### src/rtl/pwt_pkg.sv
// ----------------------------------------------------------------------------
// pwt_pkg: shared types and constants
// Pixel and window types, register indexes and reset values for the
// Prewitt edge threshold unit.
// ----------------------------------------------------------------------------
package pwt_pkg;

  typedef logic [7:0]        pixel_t;
  // window[row][col]: row 0 is the oldest line, col 2 the newest pixel
  typedef pixel_t [2:0][2:0] window_t;

  localparam int THR_W      = 7;
  localparam int THRSQ_W    = 14;
  localparam int DIM_W      = 11;
  localparam int POS_W      = 10;
  localparam int CFG_IDX_W  = 2;
  localparam int CFG_DATA_W = 11;
  localparam int MIN_DIM    = 3;

  localparam logic [CFG_IDX_W-1:0] REG_THRESHOLD    = 2'd0;
  localparam logic [CFG_IDX_W-1:0] REG_IMAGE_WIDTH  = 2'd1;
  localparam logic [CFG_IDX_W-1:0] REG_IMAGE_HEIGHT = 2'd2;

  localparam logic [THR_W-1:0]   THRESHOLD_RST    = 7'd100;
  localparam logic [THRSQ_W-1:0] THRESHOLD_SQ_RST = 14'd10000;
  localparam logic [DIM_W-1:0]   IMAGE_WIDTH_RST  = 11'd640;
  localparam logic [DIM_W-1:0]   IMAGE_HEIGHT_RST = 11'd480;

  localparam pixel_t PIX_EDGE = 8'd0;
  localparam pixel_t PIX_FLAT = 8'd255;

endpackage

### src/rtl/pwt_grad_core.sv
// ----------------------------------------------------------------------------
// pwt_grad_core: Prewitt gradient and threshold decision
// Row and column sums, divide by 8 toward zero, sum of squares, compare.
// ----------------------------------------------------------------------------
module pwt_grad_core import pwt_pkg::*; (
  input  window_t              win,
  input  logic [THRSQ_W-1:0]   thr_sq,
  output pixel_t               edge_value
);

  logic [9:0]         row0, row2, col0, col2;
  logic signed [10:0] gx, gy;
  logic signed [10:0] gx_sh, gy_sh;
  logic signed [15:0] qx, qy;
  logic signed [15:0] px2, py2;
  logic [14:0]        mag;

  always_comb begin
    row0 = 10'(win[0][0]) + 10'(win[0][1]) + 10'(win[0][2]);
    row2 = 10'(win[2][0]) + 10'(win[2][1]) + 10'(win[2][2]);
    col0 = 10'(win[0][0]) + 10'(win[1][0]) + 10'(win[2][0]);
    col2 = 10'(win[0][2]) + 10'(win[1][2]) + 10'(win[2][2]);
    gx   = signed'({1'b0, row2}) - signed'({1'b0, row0});
    gy   = signed'({1'b0, col2}) - signed'({1'b0, col0});
    // bias negatives by 7 so the shift truncates toward zero
    gx_sh = (gx + (gx[10] ? 11'sd7 : 11'sd0)) >>> 3;
    gy_sh = (gy + (gy[10] ? 11'sd7 : 11'sd0)) >>> 3;
    qx    = 16'(gx_sh);
    qy    = 16'(gy_sh);
    px2   = qx * qx;
    py2   = qy * qy;
    mag   = 15'(px2) + 15'(py2);
    edge_value = (mag > 15'(thr_sq)) ? PIX_EDGE : PIX_FLAT;
  end

endmodule

### config.mk
export PLATFORM = sky130hd
export DESIGN_NAME = pwt_grad_core
export DESIGN_NICKNAME = d
export VERILOG_FILES = /design/src/rtl/pwt_pkg.sv /design/src/rtl/pwt_grad_core.sv
export SDC_FILE = /design/constraint.sdc
export NUM_CORES = 1
export LEC_CHECK = 0
export BUFFER_PORTS_ARGS = -buffer_cell sky130_fd_sc_hd__buf_2
export CAP_MARGIN = 20
export CORE_UTILIZATION = 35
export DETAILED_ROUTE_END_ITERATION = 6
export SETUP_SLACK_MARGIN = 0.15
export SYNTH_ARGS = -nofsm -noshare
export SYNTH_HDL_FRONTEND = slang
export SYNTH_SLANG_ARGS = --single-unit
### constraint.sdc
create_clock -name vclk -period 50.8
set_input_delay 10.16 -clock vclk [all_inputs]
set_output_delay 10.16 -clock vclk [all_outputs]
set_load 0.05 [all_outputs]
Word-level counts from Yosys, hierarchy flattened
Cells that the tools add are included.
{"block": "word_totals", "output_inout_bits": 8, "wordCells": 19, "reg_bits": 0}
{"block": "op_classes", "mux": 3, "order_cmp": 1, "n_mul": 2, "n_addsub": 13}
{"op": "adder 9 x 8 -> 10 bit", "count": 4}
{"op": "adder 8 x 8 -> 9 bit", "count": 4}
{"op": "multiplier 8 x 8 -> 15 bit", "count": 2}
{"op": "adder 11 x 4 -> 11 bit", "count": 2}
{"op": "subtractor 10 x 10 -> 11 bit", "count": 2}
{"op": "adder 15 bit", "count": 1}
{"op": "greater-than comparator 15 x 14 -> 1 bit", "count": 1}
{"op": "2-to-1 mux 8 bit", "count": 1}
{"op": "2-to-1 mux 3 bit", "count": 2}

Depth between registers and ports, before layout
Gate-level depths: netlist (run 1).
{"block": "logic_depth", "ltp_word": 9, "mapped_depth": 47, "mapped_depth_nobuf": 45}

Worst setup path after synthesis (run 1)
Ideal clock, no wire load.
{"block": "synth_timing", "path_type": "in2out", "from": "in win[50] (netlist bit)", "to": "out edge_value[1]", "n_path_buf": 1, "arrival_ns": 21.728, "cell_stages": 44, "path_slack_ns": 18.912, "path_cell_list": "inv_1 > fa_1 > inv_1 > fa_1 > inv_1 > fa_1 > inv_1 > ha_1 > a21o_1 > a21oi_1 > o21ai_1 > a211oi_1 > or2_2 > o21a_1 > ha_1 > a21o_1 > nor4_2 > nand2b_1 > [... 8 more ...] > fa_1 > inv_1 > fa_1 > inv_1 > ha_1 > o21ai_0 > a21boi_0 > o21ai_0 > a21oi_1 > o21ai_0 > a21boi_0 > mux2i_1 > nand2_1 > ha_1 > nand4_1 > o32a_1 > a21oi_1 > buf_4"}
{"block": "synth_via", "elab_chain_cells": 9, "elab_cells_between_ends": 14, "classes_between": "add/sub (8); mul (2); order compare (1); mux (3)"}
{"element": "from (decl)", "line_no": "pwt_grad_core.sv:6", "rtl": "input window_t win,"}
{"element": "adder 8 x 8 -> 9 bit", "line_no": "pwt_grad_core.sv:20", "rtl": "row2 = 10'(win[2][0]) + 10'(win[2][1]) + 10'(win[2][2]);"}
{"element": "adder 9 x 8 -> 10 bit", "line_no": "pwt_grad_core.sv:20"}
{"element": "subtractor 10 x 10 -> 11 bit", "line_no": "pwt_grad_core.sv:23", "rtl": "gx = signed'({1'b0, row2}) - signed'({1'b0, row0});"}
{"element": "2-to-1 mux 3 bit", "line_no": "pwt_grad_core.sv:26", "rtl": "gx_sh = (gx + (gx[10] ? 11'sd7 : 11'sd0)) >>> 3;"}
{"element": "adder 11 x 4 -> 11 bit", "line_no": "pwt_grad_core.sv:26"}
{"element": "multiplier 8 x 8 -> 15 bit", "line_no": "pwt_grad_core.sv:30", "rtl": "px2 = qx * qx;"}
{"element": "adder 15 bit *", "line_no": "pwt_grad_core.sv:32", "rtl": "mag = 15'(px2) + 15'(py2);"}
{"element": "greater-than comparator 15 x 14 -> 1 bit *", "line_no": "pwt_grad_core.sv:33", "rtl": "edge_value = (mag > 15'(thr_sq)) ? PIX_EDGE : PIX_FLAT;"}
{"element": "2-to-1 mux 8 bit *", "line_no": "pwt_grad_core.sv:33"}
{"element": "to (decl)", "line_no": "pwt_grad_core.sv:8", "rtl": "output pixel_t edge_value"}
Mark *: on every way between the ends. The rest lies on a longest branch, timed or not.

Final worst setup path (run 1)
{"block": "layout_timing", "from": "in win[50] (netlist bit)", "to": "out edge_value[4]"}
The elaborated chain is that of the path after synthesis.

==> results of run 1 <==
area by class of cell:
type               count  area [µm²]
fillers             2115       12400
multi-input cells    547        6290
inverters            269        1010
repair buffers        86         430
well taps            270         338
stage by stage:
step	instance area [µm²]	util (%)
final	8070	39.5
after global routing	8070	39.5
after CTS	8070	39.5
after detailed placement	8070	39.5
after global placement	8070	39.5
after floorplan	7380	-
cell usage in the layout, fill, tap and decap left out, types with 2 or more instances in the layout:
| cell type | count |
|---|---|
| inv_1 | 264 |
| fa_1 | 168 |
| buf_2 | 86 |
| ha_1 | 85 |
| nor2_1 | 60 |
| xnor2_1 | 42 |
| nand2_1 | 37 |
| a21oi_1 | 18 |
| o21ai_0 | 14 |
| xor2_1 | 13 |
| and2_1 | 11 |
| a21o_1 | 9 |
| o21a_1 | 8 |
| nor3_1 | 8 |
| nand3_1 | 6 |
| inv_2 | 5 |
| or2_2 | 4 |
| and3_1 | 4 |
| a21boi_0 | 4 |
| nand2b_1 | 4 |
| nor2b_1 | 4 |
| a21oi_2 | 3 |
| a211oi_1 | 3 |
| nand4_1 | 3 |
| o31a_1 | 2 |
| a22oi_2 | 2 |
| a221oi_1 | 2 |
| or3_1 | 2 |
| nor2_2 | 2 |
| xor2_2 | 2 |
tightest hold or removal path, cell delays in order:
cell and delay (ps):
buf_2 90, inv_1 40, ha_1 130, a2111oi_0 40
o21ai_0 70, a21oi_1 140, buf_2 230
cells in the mapped netlist (all sizes together), types with 3 or more instances:
library cell	instances
a22oi	3
a211oi	4
o21ai	15
a21boi	4
nand4	4
inv	269
nand2	38
nor2b	4
fa	168
ha	85
nor3	8
xor2	15
nand2b	4
buf	10
or2	4
a21o	9
o21a	8
nor2	62
a21oi	22
and3	5
and2	11
nand3	6
xnor2	43
logic make-up after synthesis:
| group | after synthesis | synth area share [%] |
|---|---|---|
| buffers and inverters | 281 | 14.8 |
| adders and majority gates | 253 | 60.0 |
| and+or+nand+nor | 154 | 10.1 |
| AOI/OAI and AO/OA | 80 | 7.68 |
| xor gates and xnor gates | 58 | 7.19 |
| muxes | 2 | 0.288 |
final timing paths:
check	from	endpoint	slack, ps	cells after the start
worst max-delay path	win[50]	edge_value[4]	18100	45
worst min-delay path	thr_sq[11]	edge_value[2]	21060	7
metal layers:
layer | GRT usage [%] | share of wire [%] | wire (µm)
met1 | 20.3 | 47 | 6490
met2 | 25.8 | 50 | 6950
met3 | 0.248 | 3.2 | 441
met4 | 0 | 0 | 0
met5 | 0 | 0 | 0
==> Implementation_results.wiki, run 1 <==
{| class="wikitable"
! Metric !! Value
|-
| Largest net degree at the start of global routing || 12
|-
| Via count of the first global-routing pass || 5,620
|-
| Startpoint types || input pin
|-
| Synth Warn # || 0
|-
| Diode count || 0
|-
| FF+latch count || 0
|-
| GP Congestion || 0.780
|-
| Final worst setup slack || 18,100 ps
|-
| Share of post-route cells with drive strength above 1 || 12.5%
|-
| Register cell area after layout || 0 µm²
|-
| Data arrival time of the critical path || 22,540 ps
|-
| Final period util || 64.4%
|-
| Library cells used by synthesis || 60
|-
| Max transition margin || 41.9%
|-
| Syn nets || 1,167
|-
| Final hold violations || 0
|-
| Starting DRC count in detailed routing || 179
|-
| Post-synth top area cell || fa_1
|-
| Critical path endpoint category || output pin
|-
| Wire length of the first global-routing pass || 25,600 µm
|-
| Transition at the pin with the smallest max-transition slack || 868 ps
|-
| Fmax || 30.6 MHz
|-
| Sequential share of the synthesized area || 0%
|-
| Initial core utilization || 36.1%
|-
| TritonRoute pass-1 iters || 4
|-
| Final critical-path required period || 32,700 ps
|-
| Overall via count from detail_route || 5,176
|-
| Total wire length || 13,900 µm
|-
| Ports || 94
|-
| Cell Count Post-Placement || 1,172
|-
| Count of clock buffers in the final design || 0
|-
| Initial antenna violation count || 0
|-
| WP data required || 40,640 ps
|-
| CP max stage cell || xor2_1
|-
| Count of input and output buffers || 86
|-
| Final HPWL from detailed placement || 13,300 µm
|-
| Cell family with the largest share of critical-path delay || adder cells
|-
| Worst stage delay on the critical path || 690 ps
|-
| Hold Slack || 21,060 ps
|-
| Post-CTS Setup Repair Bufs || 0
|-
| Post-synthesis instance area || 7380 µm²
|-
| Residual DRC count || 0
|-
| Final sum of negative setup slack || 0 ps
|-
| Number of hold buffers added after cts || 0
|-
| Die height || 147 µm
|-
| CP max FO || 9
|-
| Total Nets Final || 1,243
|-
| Result of the run || finished clean
|-
| RSZ-0062 raised after global routing || no
|-
| Horizontal extent of the die || 147 µm
|-
| Count of mapped cells out of synthesis || 828
|-
| HP Class || in -> out
|-
| Core footprint || 20,400 µm²
|-
| Global-route total usage across every layer || 14.3%
|-
| Number of resized instances in the post-cts repair step || 0
|-
| Share of the synthesized area in the top cell type || 45.6%
|-
| Cell mode on critical path || fa_1
|-
| Area of the die || 21,700 µm²
|-
| Total grt overflow || 0
|-
| Mean instance size in the synthesized netlist || 8.92 µm²
|-
| Setup Slack @ Placement || 18,210 ps
|-
| Final standard cell count with taps included and fillers excluded || 1,172
|-
| Sum of buffers and inverters on the critical path || 10
|-
| Row cnt || 52
|-
| Endpoints failing setup || 0
|-
| CP Class || in -> out
|-
| Area growth from synthesis to final layout || 9.30%
|-
| Slew Limit Fails || 0
|-
| Number of maximum-capacitance constraint violations || 0
|-
| Avg WL per Cell || 11.8 µm
|-
| Most area-consuming cells after synthesis || fa_1 46%, ha_1 14%, inv_1 13%
|-
| Final antenna-violating net count || 0
|-
| Via density per instance || 4.42
|}
Power of run 1 is left out: the tool's default activity adds up to more than one toggle a clock period on the data nets, which glitch-free logic cannot reach.
==> run 2: changes to the inputs <==
clock period = 27.7 ns   (was 50.8 ns; I/O delays follow)
==> run 2 against run 1 <==
Worst hold slack got worse by 9200 ps. Setup slack got worse by 14000 ps. Utilization hardly changed. Critical path depth shrank 1. Global-route usage up 0.11 points. Cell count hardly changed. Routed wire length increased by 0.40%. Die area is the same. Via count is 0.93% higher.
==> Implementation_results.wiki, run 2 (synthesis gave the netlist of run 1 again) <==
{| class="wikitable"
! Metric !! Value
|-
| Fill cell instance count of the final layout || 2,127
|-
| Horizontal extent of the die || 147 µm
|-
| Register cell area after layout || 0 µm²
|-
| Critical path endpoint category || output pin
|-
| Startpoint types || input pin
|-
| WP data required || 22,160 ps
|-
| Most frequent standard cell in the layout excluding fill and tap cells || inv_1
|-
| Number of maximum-capacitance constraint violations || 0
|-
| Final standard cell area without fillers || 8080 µm²
|-
| HP Class || in -> out
|-
| Area of the die || 21,700 µm²
|-
| Final period util || 84.3%
|-
| FF+latch count || 0
|-
| Wire length of the first global-routing pass || 25,800 µm
|-
| Via count of the first global-routing pass || 5,772
|-
| Result of the run || finished clean
|-
| Count of clock buffers in the final design || 0
|-
| Via density per instance || 4.45
|-
| Final sum of negative setup slack || 0 ps
|-
| Final critical-path required period || 23,360 ps
|-
| Row cnt || 52
|-
| DP Area || 8080 µm²
|-
| CP max FO || 8
|-
| Total grt overflow || 0
|-
| Data arrival time of the critical path || 17,820 ps
|-
| Avg WL per Cell || 11.9 µm
|-
| Fmax || 42.8 MHz
|-
| Count of input and output buffers || 86
|-
| Slew Limit Fails || 0
|-
| Die height || 147 µm
|-
| Diode count || 0
|-
| Number of resized instances in the post-cts repair step || 0
|-
| Residual DRC count || 0
|-
| Transition at the pin with the smallest max-transition slack || 802 ps
|-
| Leading cell types in the layout, fill and taps excluded || 264 x inv_1, 168 x fa_1, 86 x buf_2
|-
| Total Nets Final || 1,244
|-
| Number of hold buffers added after cts || 0
|-
| CP Class || in -> out
|-
| Initial core utilization || 36.1%
|-
| TritonRoute pass-1 iters || 4
|-
| RSZ-0062 raised after global routing || no
|-
| Area growth from synthesis to final layout || 9.41%
|-
| Post-CTS Setup Repair Bufs || 0
|-
| Worst stage delay on the critical path || 570 ps
|-
| Final antenna-violating net count || 0
|-
| Final hold violations || 0
|-
| Largest net degree at the start of global routing || 12
|-
| Total wire length || 13,900 µm
|-
| Endpoints failing setup || 0
|-
| Global-route total usage across every layer || 14.4%
|-
| Endpoint of the most critical setup path || edge_value[5]
|-
| CP max stage cell || xor2_1
|-
| Ports || 94
|-
| Final HPWL from detailed placement || 13,300 µm
|-
| Beginning of the critical path || win[50]
|-
| Overall via count from detail_route || 5,224
|-
| Share of post-route cells with drive strength above 1 || 12.6%
|-
| Starting DRC count in detailed routing || 188
|-
| Max transition margin || 46.4%
|-
| Core footprint || 20,400 µm²
|-
| GP Congestion || 0.783
|-
| Initial antenna violation count || 0
|-
| Cell mode on critical path || fa_1
|}
run 2: cell types whose count changed in the layout (fill, tap and decap cells not counted), sizes merged:
cell and change:
buf +1
run 2: how the worst min path moves through the flow:
stage,startpoint,endpoint,slack [ps],cells after the start
final,thr_sq[11],edge_value[1],11850,7
after global routing,thr_sq[13],edge_value[4],11920,6
after CTS,thr_sq[11],edge_value[1],11860,7
after detailed placement,thr_sq[11],edge_value[1],11850,7
after global placement,thr_sq[11],edge_value[5],11820,7
after floorplan,thr_sq[11],edge_value[0],11710,5
run 2: layout make-up:
type / instances / area, µm² / share of cell area (%)
well taps: 270 / 338 / 4.18
inverters: 269 / 1010 / 12.5
multi-input cells: 547 / 6290 / 77.9
repair buffers: 87 / 438 / 5.42
run 2: worst max-delay path, delay by kind of cell:
family | cells | cell delay, ps
xor+xnor | 1 | 570
buf+inv | 9 | 780
fa+ha+maj | 13 | 5760
compound gates | 15 | 3720
simple gates | 5 | 1230
mux | 1 | 220
run 2: routing by layer:
layer  up-vias  wire length, µm  GRT usage [%]
li1       2596                -              -
met1      2562             6500           19.8
met2        62             6980           26.4
met3         4              397          0.435
met4         0               64          0.567
met5         -                0              0
run 2: through the flow:
stage / setup WS (ps) / std cells / utilization (%) / hold WS [ps]
6_report: 4340 / 1173 / 39.5 / 11850
5_1_grt: 3500 / 1173 / 39.5 / 11920
4_1_cts: 4330 / 1173 / 39.5 / 11860
3_5_place_dp: 4390 / 1173 / 39.5 / 11850
3_3_place_gp: 4580 / 1173 / 39.5 / 11820
2_1_floorplan: 5050 / 828 / - / 11710
Power of run 2 is left out for the same reason.
==> run 3: changes to the inputs <==
clock period = 23.5 ns   (was 27.7 ns; I/O delays follow)
==> run 3 against run 2 <==
Via count up 0.50%. Count of clock-buffer cells in the layout unchanged. Sequential share of layout area unchanged. Non-clock buffer count unchanged. Die area unchanged. Flip-flop and latch count unchanged. Worst hold slack worse by 1700 ps. Global-route usage down 0.12 points. Critical path depth unchanged. First-iteration DRC count up 24%. Routed wire length up 0.33%. Critical endpoint unchanged. Largest cell class unchanged.
==> Implementation_results.wiki, run 3 (synthesis gave the netlist of run 1 again) <==
{| class="wikitable"
! Metric !! Value
|-
| Via density per instance || 4.48
|-
| Global-route total usage across every layer || 14.3%
|-
| Final period util || 91.7%
|-
| Count of clock buffers in the final design || 0
|-
| Final HPWL from detailed placement || 13,300 µm
|-
| Via count of the first global-routing pass || 5,653
|-
| GP Congestion || 0.804
|-
| Result of the run || finished clean
|-
| Area of the die || 21,700 µm²
|-
| TritonRoute pass-1 iters || 4
|-
| Worst stage delay on the critical path || 550 ps
|-
| Final sum of negative setup slack || 0 ps
|-
| Slew Limit Fails || 0
|-
| Ports || 94
|-
| Initial core utilization || 36.1%
|-
| CP max stage cell || xor2_1
|-
| Overall via count from detail_route || 5,250
|-
| Cell family with the largest share of critical-path delay || adder cells
|-
| Fmax || 46.4 MHz
|-
| Horizontal extent of the die || 147 µm
|-
| Most frequent standard cell in the layout excluding fill and tap cells || inv_1
|-
| FF+latch count || 0
|-
| Fill cell instance count of the final layout || 2,117
|-
| Number of hold buffers added after cts || 0
|-
| Sum of buffers and inverters on the critical path || 9
|-
| Transition at the pin with the smallest max-transition slack || 817 ps
|-
| Number of resized instances in the post-cts repair step || 0
|-
| Share of post-route cells with drive strength above 1 || 12.6%
|-
| Post-CTS Setup Repair Bufs || 0
|-
| CP Class || in -> out
|-
| RSZ-0062 raised after global routing || no
|-
| Cell mode on critical path || fa_1
|-
| Die height || 147 µm
|-
| Final standard cell count with taps included and fillers excluded || 1,173
|-
| Count of input and output buffers || 86
|-
| Number of maximum-capacitance constraint violations || 0
|-
| Data arrival time of the critical path || 16,840 ps
|-
| Final hold violations || 0
|-
| HP Class || in -> out
|-
| Diode count || 0
|-
| Endpoints failing setup || 0
|-
| Leading cell types in the layout, fill and taps excluded || 264 x inv_1, 168 x fa_1, 86 x buf_2
|-
| Area of the multi-input gates || 6290 µm²
|-
| Wire length of the first global-routing pass || 25,700 µm
|-
| Hold Slack || 10,150 ps
|-
| Largest net degree at the start of global routing || 12
|-
| Total grt overflow || 0
|-
| Area growth from synthesis to final layout || 9.41%
|-
| Total wire length || 14,000 µm
|-
| Final antenna-violating net count || 0
|-
| WP data required || 18,800 ps
|-
| Starting DRC count in detailed routing || 233
|-
| Cell Count Post-Placement || 1,173
|-
| Core footprint || 20,400 µm²
|-
| Total Nets Final || 1,244
|-
| Max transition margin || 45.3%
|-
| Residual DRC count || 0
|-
| CP max FO || 8
|-
| Avg WL per Cell || 11.9 µm
|-
| Row cnt || 52
|-
| Critical path endpoint category || output pin
|-
| Final critical-path required period || 21,540 ps
|-
| Register cell area after layout || 0 µm²
|-
| Initial antenna violation count || 0
|-
| Startpoint types || input pin
|}
## run 3: cell counts in the layout (fill, tap and decap cells not counted)
No cell type changed its count.
## run 3: path summary, 6_finish.rpt
check	start	depth (start not counted)	to	slack, ps
max	win[50]	44	edge_value[5]	1960
min	thr_sq[11]	7	edge_value[7]	10150
## run 3: metal layers
layer  GRT usage (%)  vias up  wire length (µm)
met5               0        -                 0
met1            20.1     2593              6610
met2            25.8       53              7010
met3          0.0621        4               299
met4           0.619        0                71
li1                -     2600                 -
## run 3: layout make-up
cell class | count | share of cell area (%)
Multi-Input combinational cell | 547 | 77.9
Inverter | 269 | 12.5
Timing Repair Buffer | 87 | 5.42
Tap cell | 270 | 4.18
## run 3: per-stage QoR
step | util [%] | instance area (µm²) | worst slack (ps)
after floorplan | - | 7380 | 2530
after global placement | 39.5 | 8080 | 2100
after detailed placement | 39.5 | 8080 | 1980
after CTS | 39.5 | 8080 | 1960
after global routing | 39.5 | 8080 | 1130
final | 39.5 | 8080 | 1960
Power of run 3 is left out for the same reason.
